[src/rtl/lpqb_ram.sv]
// single-port-write, single-port-read ram with registered read data
module lpqb_ram #(
  parameter int unsigned WIDTH = 8,
  parameter int unsigned DEPTH = 32
) (
  input  logic                     clk_i,
  input  logic                     we_i,
  input  logic [$clog2(DEPTH)-1:0] waddr_i,
  input  logic [WIDTH-1:0]         wdata_i,
  input  logic                     re_i,
  input  logic [$clog2(DEPTH)-1:0] raddr_i,
  output logic [WIDTH-1:0]         rdata_o
);

  logic [WIDTH-1:0] mem [DEPTH];
  logic [WIDTH-1:0] rdata_q;

  always_ff @(posedge clk_i) begin
    if (we_i) begin
      mem[waddr_i] <= wdata_i;
    end
    if (re_i) begin
      rdata_q <= mem[raddr_i];
    end
  end

  assign rdata_o = rdata_q;

endmodule

[config.mk]
export PLATFORM = sky130hd
export DESIGN_NAME = lpqb_ram
export DESIGN_NICKNAME = d
export VERILOG_FILES = /design/src/rtl/lpqb_ram.sv
export SDC_FILE = /design/constraint.sdc
export NUM_CORES = 1
export LEC_CHECK = 0
export BUFFER_PORTS_ARGS = -buffer_cell sky130_fd_sc_hd__clkbuf_2
export CAP_MARGIN = 20
export CORE_UTILIZATION = 35
export CTS_BUF_LIST = sky130_fd_sc_hd__clkbuf_8
export CTS_CLUSTER_DIAMETER = 50
export DETAILED_ROUTE_END_ITERATION = 10
export HOLD_SLACK_MARGIN = 0.05
export SLEW_MARGIN = 25
export SYNTH_ARGS = -nofsm -noshare
export SYNTH_HDL_FRONTEND = slang
export SYNTH_SLANG_ARGS = --single-unit
[constraint.sdc]
create_clock -name clk_i -period 2.8 [get_ports clk_i]
set_clock_uncertainty 0.2 [all_clocks]
set_input_delay 0.42 -clock clk_i [delete_from_list [all_inputs] [get_ports clk_i]]
set_output_delay 0.42 -clock clk_i [all_outputs]
set_load 0.01 [all_outputs]
### Word level (Yosys, flattened, before mapping)

Memories as Yosys holds them, arrays and structs flattened. A register that Yosys moved wholly into a read port is not among the register bits.
Index checks and enable logic that the tools add are counted.

| word-level totals | value |
|---|---|
| register bits after elaboration | 0 |
| RAM bits | 256 |
| logic and storage cells | 3 |
| memories kept | 1 |

Memory list:

| name | depth | bits a word | read ports | clocked after memory_dff | wr ports | RTL line | RTL |
|---|---|---|---|---|---|---|---|
| mem | 32 | 8 | 1 | 1 | 1 | 15 | `logic [WIDTH-1:0] mem [DEPTH];` |

| operators by class | value |
|---|---|
| mux-type cells | 2 |

Operators by type and width:

| cell | count |
|---|---|
| $mux 1 | 2 |

### Depth between registers and ports, before layout

Gate-level depths: netlist of run 1.

| logic depth | value |
|---|---|
| depth after elaboration | 2 |
| depth in mapped cells | 5 |

### Least setup slack after synthesis of run 1

Ideal clock, no wire load.

| timing path | value |
|---|---|
| kind | input to register |
| start | input raddr_i[2] |
| end | register rdata_q[0], in the netlist rdata_o[0] (read register of mem) (data pin) |
| setup time | 0.260 ns |
| data arrival time | 2.102 ns |
| path slack | 0.238 ns |
| stages on the path | 5 |
| path buffers | 2 |
| cell sequence | clkbuf_1 -> clkbuf_1 -> mux4_2 -> mux4_2 -> mux2_2 |

RTL lines:

| item | RTL line | RTL |
|---|---|---|
| start, declared | 11 | `input logic [$clog2(DEPTH)-1:0] raddr_i,` |
| end, declared | 16 | `logic [WIDTH-1:0] rdata_q;` |

==> metrics.md, run 1 <==
| Metric | Value |
|---|---|
| Status | complete, no violations |
| Post-CTS sizing | 0 |
| Max FO, Critical Path | 1 |
| Sequential area share after synthesis | 0.782 |
| Number of port buffers | 28 |
| Synth-to-Final Area Change | 16.0% |
| Fin crit share | 0.778 |
| Rel. slew slack | 0.495 |
| Worst vdd ir | 0.291 mV |
| Drt total wl | between 20 and 25 mm |
| Yosys cell types | 14 |
| WP depth | 3 |
| Grt total ovfl | 0 |
| DP Cell Count | 844 |
| Clock sink count | approximately 260 |
| Setup crit end kind | flip-flop |
| First-pass GRT wire length | between 30 and 40 mm |
| Crit. Startpoint | mem[16][7]$_DFFE_PP_ |
| Most used cell, CP | mux4_2 |
| Initial DRT Pass Iterations | 4 |
| Worst-Margin Slew | about 0.76 ns |
| Top Ports | 29 |
| Worst hold-check path type | input port to flip-flop |
| H-tree depth | 2 |
| TritonCTS clock tree | yes |
| R2R Setup Slk | slightly above 0.6 ns |
| RSZ-0062 raised after global routing | no |
| Number of flops mapped to enable cells by yosys | 264 |
| Initial core utilization | 0.360 |
| Register bit total from synthesis | approximately 260 |
| Routed vias/inst | between 4 and 5 |
| Setup TNS | 0 ns |
| Die H | ~170 microns |
| # rows | 61 |
| Num CTS Buffers | 42 |
| Hold_buf cts | 0 |
| Share of the synthesized area in the top cell type | 0.782 |
| Layout cells sized above 1 | 0.385 |
| Critical Path RT | about 2.9 ns |
| Drc violations | 0 |
| Post-DRT Antenna Nets | 0 |
| Drt wl/cell | about 23 microns |
| Routability cong. | around 0.75 |
| # diodes | 0 |
| Post-CTS Setup Bufs | 0 |
| Clk Latency, worst-skew pair | 0.54 ns |
| Pwr dens | roughly 660 nW/um^2 |
| Initial antenna violation count | 0 |
| CP Buf/Inv Count | 0 |
| Count leader, synth | edfxtp_1 |
| Clock-pin slew on the worst setup and hold paths | ~0.060 ns |
| Final net count | approximately 530 |
| Final hold vios | 0 |
| Async set-reset flop share out of synthesis | 0 |
| Pleak | roughly 3.8 nW |
| Setup crit end | rdata_o[7]$_DFFE_PP_ |
| Root Driver | clkbuf_8 |
| R2r worst-path depth | 3 |
| Total track usage | 0.150 |
| Placeable Area | 28200 sq um |
| Ys Warns | 0 |
| Worst path max stage delay | between 0.5 and 0.6 ns |
| Synthesized area per cell | ~24 sq um |
| Max-cap violations | 0 |
| Die width | between 150 and 200 microns |
| Final non-filler cell total | 916 |
| CP Cell Sequence | mux4_2 > mux4_2 > mux2_2 |
| Reg-to-Reg Start | mem[16][7]$_DFFE_PP_ |
| Crit Path Class | flip-flop to flip-flop |
| Vias in the first global route | roughly 5000 |
| Synth area leader | edfxtp_1 |
| Fmax | between 400 and 500 MHz |
| Mapped cell area | a little over 10000 sq um |
| DP HPWL | between 10 and 15 mm |
| Critical path launch point type | flip-flop |
| CP max-delay cell | mux4_2 |
| Area contributors post-synth | edfxtp_1, mux4_2, nor2_1, mux2_2, buf_4 |
| Pin count of the biggest net entering global routing | 38 |
| Fin util | 0.417 |
| Most frequent cells after synthesis | edfxtp_1, mux4_2, nor2_1, mux2_2 |
| Final Slew Violations | 0 |
| Initial drt markers | 496 |
| Final Critical Period | 2.18 ns |
| Min-Delay Path Depth | 1 |
| FILL cells | about 2400 |
| Syn_nets | ~440 |
| CP top delay family | multiplexers |
| Via Count | roughly 4600 |
| Worst EP arrival | 2.26 ns |
| Mapped Cells | 417 |
| Setup Viol. Count Final | 0 |
| Reg-to-Reg End | rdata_o[7]$_DFFE_PP_ |
| Clock tree buffer depth | 3 |
| Top FF cell, synth | edfxtp_1 |
| Full die area | ~30000 sq um |
-- cell usage in the layout (no fill, tap or decap) --
cell type / n
edfxtp_1: 264
mux4_2: 80
clkbuf_8: 42
buf_4: 36
nor2_1: 33
clkbuf_2: 27
inv_1: 14
clkinv_1: 11
mux2_2: 8
buf_12: 6
nand3b_1: 5
or3b_2: 3
nand3_1: 2
clkinvlp_4: 2
nand2_1: 1
or3_1: 1
inv_6: 1
bufinv_16: 1
clkinv_2: 1
-- metal layers --
| metal | part of all wire | GRT usage |
|---|---|---|
| met1 | 0.47 | 0.216 |
| met2 | 0.46 | 0.224 |
| met3 | 0.058 | 0.0385 |
| met4 | 0.014 | 0.0419 |
| met5 | 0 | 0 |
-- report_power, final --
group	total (mW)	leakage [nW]	switching (mW)	internal [mW]
logic	0.431	0.955	0.239	0.192
registers	4.43	2.38	0.0156	4.41
clock network	2.91	0.417	1.42	1.49
total	7.77	3.76	1.68	6.09
-- worst reg2reg max path, delay by kind of cell (launching register included) --
family  cells  cell delay (ns)
muxes       3             1.35
DFF         1             0.37
-- area by class of cell --
type / count / area [sq um] / area share
Timing Repair Buffer: 69 / 526 / 0.0447
Sequential cell: 264 / 7930 / 0.674
Tap cell: 378 / 473 / 0.0402
Clock inverter: 30 / 153 / 0.0130
Clock buffer: 42 / 578 / 0.0492
Multi-Input combinational cell: 133 / 2100 / 0.179
-- logic make-up after synthesis --
logic type / count (synthesis) / synth area share
buf+inv: 20 / 0.0105
flops: 264 / 0.782
mux: 88 / 0.187
simple gates: 45 / 0.0205
-- worst min path at each step --
stage / start / endpoint / slack, ns
3_3_place_gp: rdata_o[3]$_DFFE_PP_ / rdata_o[3] / 0.64
4_1_cts: re_i / rdata_o[2]$_DFFE_PP_ / 0.07
6_report: re_i / rdata_o[2]$_DFFE_PP_ / 0.09
5_1_grt: re_i / rdata_o[2]$_DFFE_PP_ / 0.09
3_5_place_dp: re_i / rdata_o[3]$_DFFE_PP_ / 0.64
2_1_floorplan: wdata_i[0] / mem[0][0]$_DFFE_PP_ / 0.32
-- per-stage QoR --
step           setup slack [ns]  hold slack [ns]  total power [mW]  area (sq um)
2_1_floorplan             0.238            0.319              4.75         10100
3_3_place_gp             0.0881            0.643              4.94         11000
3_5_place_dp             0.0816            0.641              4.95         11000
4_1_cts                   0.607           0.0658              7.85         11800
5_1_grt                   0.584           0.0871              8.03         11800
6_report                  0.621           0.0876              7.77         11800
-- flip-flops by register name, summed over array words and instances (netlist names) --
name     flops
rdata_o      8
mem        256
Power figures use the tool's default switching activity.
==> run 2, diff against run 1 <==
Clock period 2.8 ns to 1.8 ns, I/O delays scaled along.
==> metrics.md, run 2 (same netlist as run 1, synthesis figures left out) <==
| Metric | Value |
|---|---|
| Via Count | 4682 (+2.3%) |
| Drt total wl | 21.2 mm (+0.80%) |
| CP Cell Sequence | mux4_2 > mux4_2 > mux2_4 |
| Crit Path Class | flip-flop to flip-flop |
| # rows | 61 (unchanged) |
| Worst-Margin Slew | 0.666 ns (-0.0916 ns) |
| Hold Slack | 0.0721 ns (-0.0155 ns) |
| Synth-to-Final Area Change | 18.4% |
| Leading cell type in the layout, fill and taps excluded | edfxtp_1 |
| Final instance area | 12000 sq um (+2.1%) |
| Num CTS Buffers | 41 (-2.4%) |
| Initial core utilization | 0.360 (unchanged) |
| Initial drt markers | 529 (+6.7%) |
| Failing checks | setup timing |
| # diodes | 0 (unchanged) |
| Clock tree buffer depth | 3 (unchanged) |
| Drc violations | 0 (unchanged) |
| Tot Pwr | 12.0 mW (+55%) |
| Max-cap violations | 0 (unchanged) |
| Top Ports | 29 (unchanged) |
| DP HPWL | 13.4 mm (-0.79%) |
| Max reg flops | 256 (unchanged) |
| Post-DRT Antenna Nets | 0 (unchanged) |
| Die width | 172 microns (unchanged) |
| Placeable Area | 28200 sq um (unchanged) |
| Worst EP arrival | 2.26 ns (about the same) |
| Number of port buffers | 28 (unchanged) |
| Dpl cell area | 11300 sq um (+2.3%) |
| Final Slew Violations | 0 (unchanged) |
| Layout cells sized above 1 | 0.418 (+0.0333) |
| Status | finished, violations left |
| Most frequent cells in the layout | edfxtp_1, mux4_2, buf_4, clkbuf_8, clkbuf_2 |
| Final non-filler cell total | 933 (+1.9%) |
| Routed vias/inst | 5.02 (+0.41%) |
| Worst setup margin | -0.377 ns (-0.998 ns) |
| Initial DRT Pass Iterations | 4 (unchanged) |
| Total track usage | 0.152 (+0.00253) |
| Pin count of the biggest net entering global routing | 33 (-13%) |
| Clock-pin slew on the worst setup and hold paths | 0.06 ns (about the same) |
| Full die area | 29600 sq um (unchanged) |
| Placement Setup Slack | -0.812 ns (-0.893 ns) |
| Setup Viol. Count Final | 8 (+8) |
| Drt wl/cell | 22.7 microns (-1.0%) |
| Rel. slew slack | 0.556 (+0.0611) |
| TritonCTS clock tree | yes |
| Post-CTS Setup Bufs | 0 (unchanged) |
| Worst hold-check path type | input port to flip-flop |
| Critical Path RT | 1.88 ns (-1.00 ns) |
| Initial antenna violation count | 0 (unchanged) |
| Largest register by flop count | mem |
| Setup crit end kind | flip-flop |
| Die H | 172 microns (unchanged) |
| Final net count | 549 (+3.4%) |
| Fin crit share | 1.21 (+0.431) |
| Worst path max stage delay | 0.54 ns (about the same) |
| Worst vdd ir | 0.355 mV (+22%) |
| Routability cong. | 0.722 (-4.3%) |
| H-tree depth | 2 (unchanged) |
| CP max-delay cell | mux4_2 |
| Vias in the first global route | 5014 (+2.5%) |
| Fmax | 459 MHz (+0.11%) |
| Pwr dens | 1000 nW/um^2 (+52%) |
| DP Cell Count | 862 (+2.1%) |
| Final hold vios | 0 (unchanged) |
| Most used cell, CP | mux4_2 |
| Root Driver | clkbuf_8 |
| Clock sink count | 264 (unchanged) |
| RSZ-0062 raised after global routing | yes |
| Pleak | 3.87 nW (+3.2%) |
| Clk Latency, worst-skew pair | 0.53 ns (about the same) |
| First-pass GRT wire length | 32.2 mm (+1.9%) |
| Final Critical Period | 2.18 ns (-0.00248 ns) |
| Max FO, Critical Path | 1 (unchanged) |
| Critical path launch point type | flip-flop |
| Grt total ovfl | 0 (unchanged) |
[run 2: final cells by class]
class                   count  area (sq um)
fillers                  2401         16200
clock inverters            29           140
multi-input cells         133          2130
clock buffers              41           564
well taps                 378           473
flip-flops and latches    264          7930
repair buffers             88           771
[run 2: report_power, final]
part | switching (mW) | total (mW) | leakage, nW | internal (mW)
registers | 0.0276 | 6.89 | 2.38 | 6.86
clock network | 2.17 | 4.43 | 0.411 | 2.25
logic | 0.379 | 0.719 | 1.08 | 0.340
total | 2.58 | 12.0 | 3.87 | 9.46
[run 2: final timing paths]
check	from	to	slack [ns]	cells past startpoint
worst max-delay path	mem[30][7]$_DFFE_PP_	rdata_o[7]$_DFFE_PP_	-0.38	3
worst min-delay path	wdata_i[6]	mem[30][6]$_DFFE_PP_	0.07	2
worst max register to register	mem[30][7]$_DFFE_PP_	rdata_o[7]$_DFFE_PP_	-0.38	3
worst min register to register	mem[6][7]$_DFFE_PP_	rdata_o[7]$_DFFE_PP_	0.78	3
[run 2: stage by stage]
stage                     setup TNS [ns]   util
after CTS                          -2.75  0.426
after global routing               -2.95  0.426
after floorplan                    -3.60      -
after global placement            -10.64  0.401
after detailed placement          -11.37  0.401
final                              -2.66  0.426
[run 2: what timing repair did]
action	in CTS	in global routing
hold buffers	1	0
hold endpoints to repair	8	0
resized for setup	2	0
setup endpoints to repair	8	8
[run 2: layer usage]
metal / routed length (microns) / vias to the layer above / part of all wire / track usage
met5: 0 / - / 0 / 0
met4: 392 / 0 / 0.018 / 0.0427
met2: 9850 / 163 / 0.46 / 0.234
met3: 1490 / 39 / 0.070 / 0.0323
li1: - / 2013 / - / -
met1: 9460 / 2467 / 0.45 / 0.219
[run 2: critical path, delay by kind of cell (launching register included)]
family  cells  cell delay (ns)
muxes       3             1.34
DFF         1             0.38
